`config.mk`:
```
export PLATFORM = sky130hd
export DESIGN_NAME = imm_ctrl
export DESIGN_NICKNAME = d
export VERILOG_FILES = /design/src/rtl/imm_pkg.sv /design/src/rtl/imm_ctrl.sv
export SDC_FILE = /design/constraint.sdc
export NUM_CORES = 1
export LEC_CHECK = 0
export BUFFER_PORTS_ARGS = -buffer_cell sky130_fd_sc_hd__clkbuf_2
export CAP_MARGIN = 20
export CORE_UTILIZATION = 24
export DETAILED_ROUTE_END_ITERATION = 6
export HOLD_SLACK_MARGIN = 0.1
export PLACE_DENSITY = 0.39
export SLEW_MARGIN = 20
export SYNTH_ARGS = -nofsm -noshare
export SYNTH_HDL_FRONTEND = slang
export SYNTH_SLANG_ARGS = --single-unit
```
`constraint.sdc`:
```
create_clock -name clk -period 2.7 [get_ports clk]
set_input_delay 0.405 -clock clk [delete_from_list [all_inputs] [get_ports clk]]
set_output_delay 0.405 -clock clk [all_outputs]
set_load 0.005 [all_outputs]
```
`src/rtl/imm_pkg.sv`:
```
// ----------------------------------------------------------------------------
// imm_pkg
// Shared types and constants for the integer matrix multiplier: controller
// states, configuration register indexes and the command and status groups
// that pass between the controller and the datapath.
// ----------------------------------------------------------------------------
package imm_pkg;

    // Fixed field widths of the stream and configuration ports.
    localparam int ELEM_W      = 32;
    localparam int OUT_IDX_W   = 3;
    localparam int OUT_TDATA_W = 40;
    localparam int CFG_W       = 4;
    localparam int CFG_INDEX_W = 2;

    // Reset value of every dimension register.
    localparam logic [CFG_W-1:0] DIM_RESET = 4'd8;

    // Configuration register indexes.
    typedef logic [CFG_INDEX_W-1:0] cfg_index_t;
    localparam cfg_index_t CFG_ROWS_A    = 2'd0;
    localparam cfg_index_t CFG_INNER_DIM = 2'd1;
    localparam cfg_index_t CFG_COLS_B    = 2'd2;

    // Controller states.
    typedef enum logic [1:0] {
        ST_LOAD,
        ST_WAIT,
        ST_ISSUE
    } state_t;

    // Tag that travels with each read through the multiply-accumulate pipeline.
    typedef struct packed {
        logic                 first;
        logic                 last;
        logic                 final_res;
        logic [OUT_IDX_W-1:0] out_row;
        logic [OUT_IDX_W-1:0] out_col;
    } pipe_tag_t;

    // Commands from the controller to the datapath.
    typedef struct packed {
        logic      wr_a;
        logic      wr_b;
        logic      issue;
        pipe_tag_t tag;
    } cmd_t;

    // Status from the datapath to the controller.
    typedef struct packed {
        logic pipe_busy;
        logic out_free;
    } sts_t;

endpackage

```
`src/rtl/imm_ctrl.sv`:
```
// ----------------------------------------------------------------------------
// imm_ctrl
// Controller: holds the dimension registers, counts the incoming elements of
// A and B into their stores, then sequences one dot product at a time through
// the shared multiply-accumulate datapath.
// ----------------------------------------------------------------------------
module imm_ctrl #(
    parameter int MAX_DIM = 8
) (
    input  logic                          clk,
    input  logic                          rst_n,
    input  logic                          cfg_wr_en,
    input  imm_pkg::cfg_index_t           cfg_index,
    input  logic [imm_pkg::CFG_W-1:0]     cfg_wdata,
    input  logic                          s_axis_tvalid,
    output logic                          s_axis_tready,
    input  imm_pkg::sts_t                 sts,
    output imm_pkg::cmd_t                 cmd,
    output logic [((MAX_DIM*MAX_DIM > 1) ? $clog2(MAX_DIM*MAX_DIM) : 1)-1:0] wr_addr,
    output logic [((MAX_DIM*MAX_DIM > 1) ? $clog2(MAX_DIM*MAX_DIM) : 1)-1:0] rd_addr_a,
    output logic [((MAX_DIM*MAX_DIM > 1) ? $clog2(MAX_DIM*MAX_DIM) : 1)-1:0] rd_addr_b
);
    import imm_pkg::*;

    localparam int AW    = (MAX_DIM * MAX_DIM > 1) ? $clog2(MAX_DIM * MAX_DIM) : 1;
    localparam int IDX_W = (MAX_DIM > 1) ? $clog2(MAX_DIM) : 1;
    localparam int DIM_W = $clog2(MAX_DIM + 1);

    state_t             state_reg, state_next;
    logic [CFG_W-1:0]   rows_a_reg, inner_dim_reg, cols_b_reg;
    logic [IDX_W-1:0]   ld_row_reg, ld_row_next;
    logic [IDX_W-1:0]   ld_col_reg, ld_col_next;
    logic               phase_b_reg, phase_b_next;
    logic [IDX_W-1:0]   i_reg, i_next;
    logic [IDX_W-1:0]   j_reg, j_next;
    logic [IDX_W-1:0]   t_reg, t_next;
    logic [DIM_W-1:0]   r_dim, k_dim, c_dim;
    logic               cfg_hit;
    logic               i_end, j_end, t_end;
    logic               ld_col_end_a, ld_col_end_b, ld_row_end_a, ld_row_end_b;

    // Clamp a register value into 1..MAX_DIM.
    function automatic logic [DIM_W-1:0] clamp_dim(input logic [CFG_W-1:0] v);
        logic [CFG_W:0] wide;
        logic [CFG_W:0] lim;
        wide = {1'b0, v};
        lim  = (CFG_W + 1)'(MAX_DIM);
        if (v == '0)
            return DIM_W'(1);
        else if (wide > lim)
            return DIM_W'(MAX_DIM);
        else
            return DIM_W'(v);
    endfunction

    assign r_dim = clamp_dim(rows_a_reg);
    assign k_dim = clamp_dim(inner_dim_reg);
    assign c_dim = clamp_dim(cols_b_reg);

    // Last-index flags for the load and compute counters.
    assign ld_col_end_a = (DIM_W'(ld_col_reg) == k_dim - DIM_W'(1));
    assign ld_row_end_a = (DIM_W'(ld_row_reg) == r_dim - DIM_W'(1));
    assign ld_col_end_b = (DIM_W'(ld_col_reg) == c_dim - DIM_W'(1));
    assign ld_row_end_b = (DIM_W'(ld_row_reg) == k_dim - DIM_W'(1));
    assign i_end        = (DIM_W'(i_reg) == r_dim - DIM_W'(1));
    assign j_end        = (DIM_W'(j_reg) == c_dim - DIM_W'(1));
    assign t_end        = (DIM_W'(t_reg) == k_dim - DIM_W'(1));

    // Store addresses: row times MAX_DIM plus column.
    assign wr_addr   = AW'(AW'(ld_row_reg) * AW'(MAX_DIM) + AW'(ld_col_reg));
    assign rd_addr_a = AW'(AW'(i_reg) * AW'(MAX_DIM) + AW'(t_reg));
    assign rd_addr_b = AW'(AW'(t_reg) * AW'(MAX_DIM) + AW'(j_reg));

    assign s_axis_tready = (state_reg == ST_LOAD);

    // A write to any defined register restarts the load count.
    always_comb
    begin
        unique case (cfg_index)
            CFG_ROWS_A, CFG_INNER_DIM, CFG_COLS_B: cfg_hit = cfg_wr_en;
            default:                               cfg_hit = 1'b0;
        endcase
    end

    // Dimension registers.
    always_ff @(posedge clk or negedge rst_n)
    begin
        if (!rst_n)
        begin
            rows_a_reg    <= DIM_RESET;
            inner_dim_reg <= DIM_RESET;
            cols_b_reg    <= DIM_RESET;
        end
        else if (cfg_wr_en)
        begin
            unique case (cfg_index)
                CFG_ROWS_A:    rows_a_reg    <= cfg_wdata;
                CFG_INNER_DIM: inner_dim_reg <= cfg_wdata;
                CFG_COLS_B:    cols_b_reg    <= cfg_wdata;
                default:       ;
            endcase
        end
    end

    // State and counter registers.
    always_ff @(posedge clk or negedge rst_n)
    begin
        if (!rst_n)
        begin
            state_reg   <= ST_LOAD;
            ld_row_reg  <= '0;
            ld_col_reg  <= '0;
            phase_b_reg <= 1'b0;
            i_reg       <= '0;
            j_reg       <= '0;
            t_reg       <= '0;
        end
        else
        begin
            state_reg   <= state_next;
            ld_row_reg  <= ld_row_next;
            ld_col_reg  <= ld_col_next;
            phase_b_reg <= phase_b_next;
            i_reg       <= i_next;
            j_reg       <= j_next;
            t_reg       <= t_next;
        end
    end

    // Next state, counters and datapath commands.
    always_comb
    begin
        state_next   = state_reg;
        ld_row_next  = ld_row_reg;
        ld_col_next  = ld_col_reg;
        phase_b_next = phase_b_reg;
        i_next       = i_reg;
        j_next       = j_reg;
        t_next       = t_reg;
        cmd          = '0;

        unique case (state_reg)
            ST_LOAD:
            begin
                if (s_axis_tvalid)
                begin
                    if (!phase_b_reg)
                    begin
                        cmd.wr_a = 1'b1;
                        if (ld_col_end_a)
                        begin
                            ld_col_next = '0;
                            if (ld_row_end_a)
                            begin
                                ld_row_next  = '0;
                                phase_b_next = 1'b1;
                            end
                            else
                            begin
                                ld_row_next = ld_row_reg + IDX_W'(1);
                            end
                        end
                        else
                        begin
                            ld_col_next = ld_col_reg + IDX_W'(1);
                        end
                    end
                    else
                    begin
                        cmd.wr_b = 1'b1;
                        if (ld_col_end_b)
                        begin
                            ld_col_next = '0;
                            if (ld_row_end_b)
                            begin
                                ld_row_next  = '0;
                                phase_b_next = 1'b0;
                                i_next       = '0;
                                j_next       = '0;
                                t_next       = '0;
                                state_next   = ST_WAIT;
                            end
                            else
                            begin
                                ld_row_next = ld_row_reg + IDX_W'(1);
                            end
                        end
                        else
                        begin
                            ld_col_next = ld_col_reg + IDX_W'(1);
                        end
                    end
                end
            end

            // Start a dot product once the pipeline is empty and the output
            // register will be free for its result.
            ST_WAIT:
            begin
                if (!sts.pipe_busy && sts.out_free)
                    state_next = ST_ISSUE;
            end

            ST_ISSUE:
            begin
                cmd.issue         = 1'b1;
                cmd.tag.first     = (t_reg == '0);
                cmd.tag.last      = t_end;
                cmd.tag.final_res = i_end && j_end;
                cmd.tag.out_row   = OUT_IDX_W'(i_reg);
                cmd.tag.out_col   = OUT_IDX_W'(j_reg);
                if (t_end)
                begin
                    t_next = '0;
                    if (j_end)
                    begin
                        j_next = '0;
                        if (i_end)
                        begin
                            i_next     = '0;
                            state_next = ST_LOAD;
                        end
                        else
                        begin
                            i_next     = i_reg + IDX_W'(1);
                            state_next = ST_WAIT;
                        end
                    end
                    else
                    begin
                        j_next     = j_reg + IDX_W'(1);
                        state_next = ST_WAIT;
                    end
                end
                else
                begin
                    t_next = t_reg + IDX_W'(1);
                end
            end

            default:
            begin
                state_next = ST_LOAD;
            end
        endcase

        if (cfg_hit)
        begin
            ld_row_next  = '0;
            ld_col_next  = '0;
            phase_b_next = 1'b0;
        end
    end

endmodule

```
==> key figures <==
Clock tree
  – Worst-Skew Late Latency: 0.28 ns
  – Clk buf depth: 2
  – H-Tree Depth: 2
  – Root Buffer: clkbuf_8
  – CTS clk-pin slew, worst paths: approximately 0.070 ns
  – Cts bufs inserted: 5
  – CTS tree: yes
  – Clock sinks: 30

Global routing
  – Global-route wire length before repair: 8980 um
  – Total global-route track usage: roughly an eighth
  – Initial antenna violation count: 0
  – Largest net degree at the start of global routing: 31
  – Vias in the first global route: around 1.6k
  – GR Overflow Total: 0

Synthesis
  – Synth Flop Type: dfrtp_1
  – Synth Warn #: 0
  – Seq cells post-synth: 30
  – Leading area contributor after synthesis: dfrtp_1
  – Syn Nets: 230
  – Top post-synthesis cells by area: dfrtp_1, mux2_2, xnor3_1
  – Mapped cell area: around 2100 um2
  – Register area share after synthesis: between 30% and 40%
  – Asr flop ratio synth: between 90% and 100%
  – Synth top area share: 31.9%
  – Post-synthesis cell type count: 57
  – Synth Area per Inst: roughly 10 um2
  – Number of flops mapped to enable cells by yosys: 0
  – Syn Inst Count: roughly 210

Outcome
  – Status: complete, no violations

Worst setup path
  – Crit-path max cell delay: a little over 0.4 ns
  – Critical Path RT: between 2 and 2.5 ns
  – Worst-path cell chain: o21ba_1, or2_1, ha_4, xnor3_1, a211oi_4, nand2_1, nor2_1, clkbuf_2
  – WP data arrival: ~2.2 ns
  – Crit path launch type: register
  – Crit. End Element: primary output
  – FF-to-FF path depth: 9
  – Critical path fanouts, max: 4
  – Setup Crit Path Kind: reg2out
  – Crit path max-delay cell type: dfrtp_1

Floorplanning
  – Chip height: roughly 96 um
  – Die X: 95.9 um
  – DIE AREA: between 9000 and 10000 um2
  – Row cnt: 33
  – I/O pin cnt: 43
  – Core Area: roughly 8400 um2
  – Starting Density: 25.3%

Detailed routing
  – DR pass1 iterations: 4
  – Avg WL per Cell: 15.4 um
  – Via Count: around 1.7k
  – Initial DRC count: 48
  – DRC Markers: 0
  – DR vias/cell: between 4 and 5
  – Final wirelength: between 5000 and 6000 um
  – Final ANT Viol Nets: 0

Timing
  – Slew Limit Fails: 0
  – Peak Freq: around 380 MHz
  – Final setup margin: 0.0926 ns
  – Layout Skew: ~0.010 ns
  – TNS Setup: 0 ns
  – RSZ-0062 raised after global routing: false
  – Final Hold Fails: 0
  – Endpoints failing setup: 0
  – Slew @ Worst Pin: between 0.8 and 0.9 ns
  – Relative slew slack: between 40% and 50%
  – Post-route minimum period: roughly 2.6 ns
  – Final period util: between 90 and 100%

Pwr
  – Tot Pwr: ~2000 uW
  – Pwr dens: between 700 and 800 nW/um2
  – VDD IR max: between 200 and 250 uV
  – Static leakage power: ~0.0012 uW

Place
  – I/O Buffers: between 40 and 50
  – Pre-CTS setup slack: about 0.13 ns
  – Routability Congestion: between 0.7 and 0.8
  – Final HPWL DP: around 4400 um

Finish
  – Fill cells: roughly 900
  – P&R area growth vs syn: 21.6%
  – Layout cells sized above 1: approximately 33%
  – Nets@finish: 278
  – ANT cells: 0

Hold path
  – Class of the tightest hold or removal check: in2async

Flow run
  – Max Cap Viol: 0
==> per-layer routing <==
layer  GRT usage [%]  part of all wire [%]  vias to the layer above
met4            3.73                  0.54                        0
met2            21.2                    47                       38
met3            2.92                   3.5                        2
li1                -                     -                      846
met5               0                     0                        -
met1            18.2                    49                      788
==> power by group <==
part / internal (uW) / leakage [uW] / switching, uW / total, uW
Combinational: 483 / 0.000768 / 502 / 986
Sequential: 551 / 0.000355 / 146 / 697
Clock: 178 / 0.0000450 / 172 / 350
==> cells in the mapped netlist, types with 3 or more instances <==
library cell / instances
ha_1: 9
nand2b_1: 6
xnor3_1: 6
dfstp_2: 3
nand2_1: 13
or3_1: 3
nand3_1: 9
nor2b_1: 4
dfrtp_1: 27
o21ai_0: 10
and2_1: 5
inv_1: 12
buf_4: 3
nand3b_1: 3
a21oi_1: 5
xnor2_1: 8
nor2_1: 18
mux2_2: 13
==> cells in the final DEF (no fill, tap or decap), types with 2 or more instances in the layout <==
cell type and n:
a22oi_2 2, ha_4 2, o21ai_0 10, clkinv_2 2, nor2_1 18, a41oi_1 2, clkbuf_2 42, nand2_1 13
a32oi_1 2, mux2i_1 2, nand2b_1 6, o31ai_1 2, dfrtp_1 27, inv_1 12, or3_1 3, mux2_2 13
and2_1 5, nor2b_1 4, xnor3_1 6, a21oi_1 5, clkbuf_8 5, and3_1 2, dfstp_2 3, nand3_1 9
nand4bb_1 2, a21boi_0 2, ha_1 7, nand3b_1 3, xnor2_1 8, a21o_1 2, nor3_1 2, buf_4 5
==> final timing paths <==
path	from	endpoint	slack (ns)
setup / recovery	cols_b_reg[2]	cmd[6]	0.09
min in group clk	sts[1]	state_reg[1]	0.40
setup reg to reg	cols_b_reg[2]	ld_row_reg[0]	0.20
hold reg to reg	cols_b_reg[0]	cols_b_reg[0]	0.51
max in group asynchronous	rst_n	inner_dim_reg[0]	1.99
hold / removal	rst_n	ld_col_reg[1]	0.20
==> logic make-up after synthesis <==
kind of cell	count (synthesis)	share of synthesized area, %
compound gates	40	14.4
xor+xnor	15	10.1
fa+ha+maj	9	5.32
buf+inv	18	3.78
flops	30	35.6
mux	15	7.86
simple gates	82	23.0
==> worst max-delay path, delay by kind of cell, from the launching register on <==
family                     cells  cell delay (ns)
AOI/OAI and AO/OA              2             0.48
xor gates and xnor gates       1             0.21
adders and majority gates      1             0.18
buffers and inverters          1             0.13
DFF                            1             0.41
and+or+nand+nor                3             0.50
==> metrics by stage <==
step	utilization (%)	instances	area (um2)	hold slack (ns)
floorplan	-	209	2120	0.109
global placement	29.3	354	2450	0.494
detailed placement	29.3	354	2450	0.506
CTS	30.4	363	2540	0.243
global route	30.7	363	2580	0.270
finish	30.7	363	2580	0.200
==> repair_timing <==
| action | CTS | global route |
|---|---|---|
| resized for setup | 1 | 3 |
| pin swaps | 4 | 2 |
| hold endpoints to repair | 0 | 0 |
| setup buffers | 1 | 0 |
| hold buffers | 0 | 0 |
| setup endpoints to repair | 1 | 3 |
==> final cells by class <==
| cell class | instances | area, um2 | area share, % |
|---|---|---|---|
| repair buffers | 47 | 248 | 9.62 |
| multi-input cells | 161 | 1320 | 51.0 |
| clock inverters | 2 | 10.0 | 0.389 |
| well taps | 105 | 131 | 5.10 |
| inverters | 12 | 45.0 | 1.75 |
| clock buffers | 6 | 72.6 | 2.82 |
| flip-flops and latches | 30 | 754 | 29.3 |
Note: power is estimated with default switching activity, not from simulation.
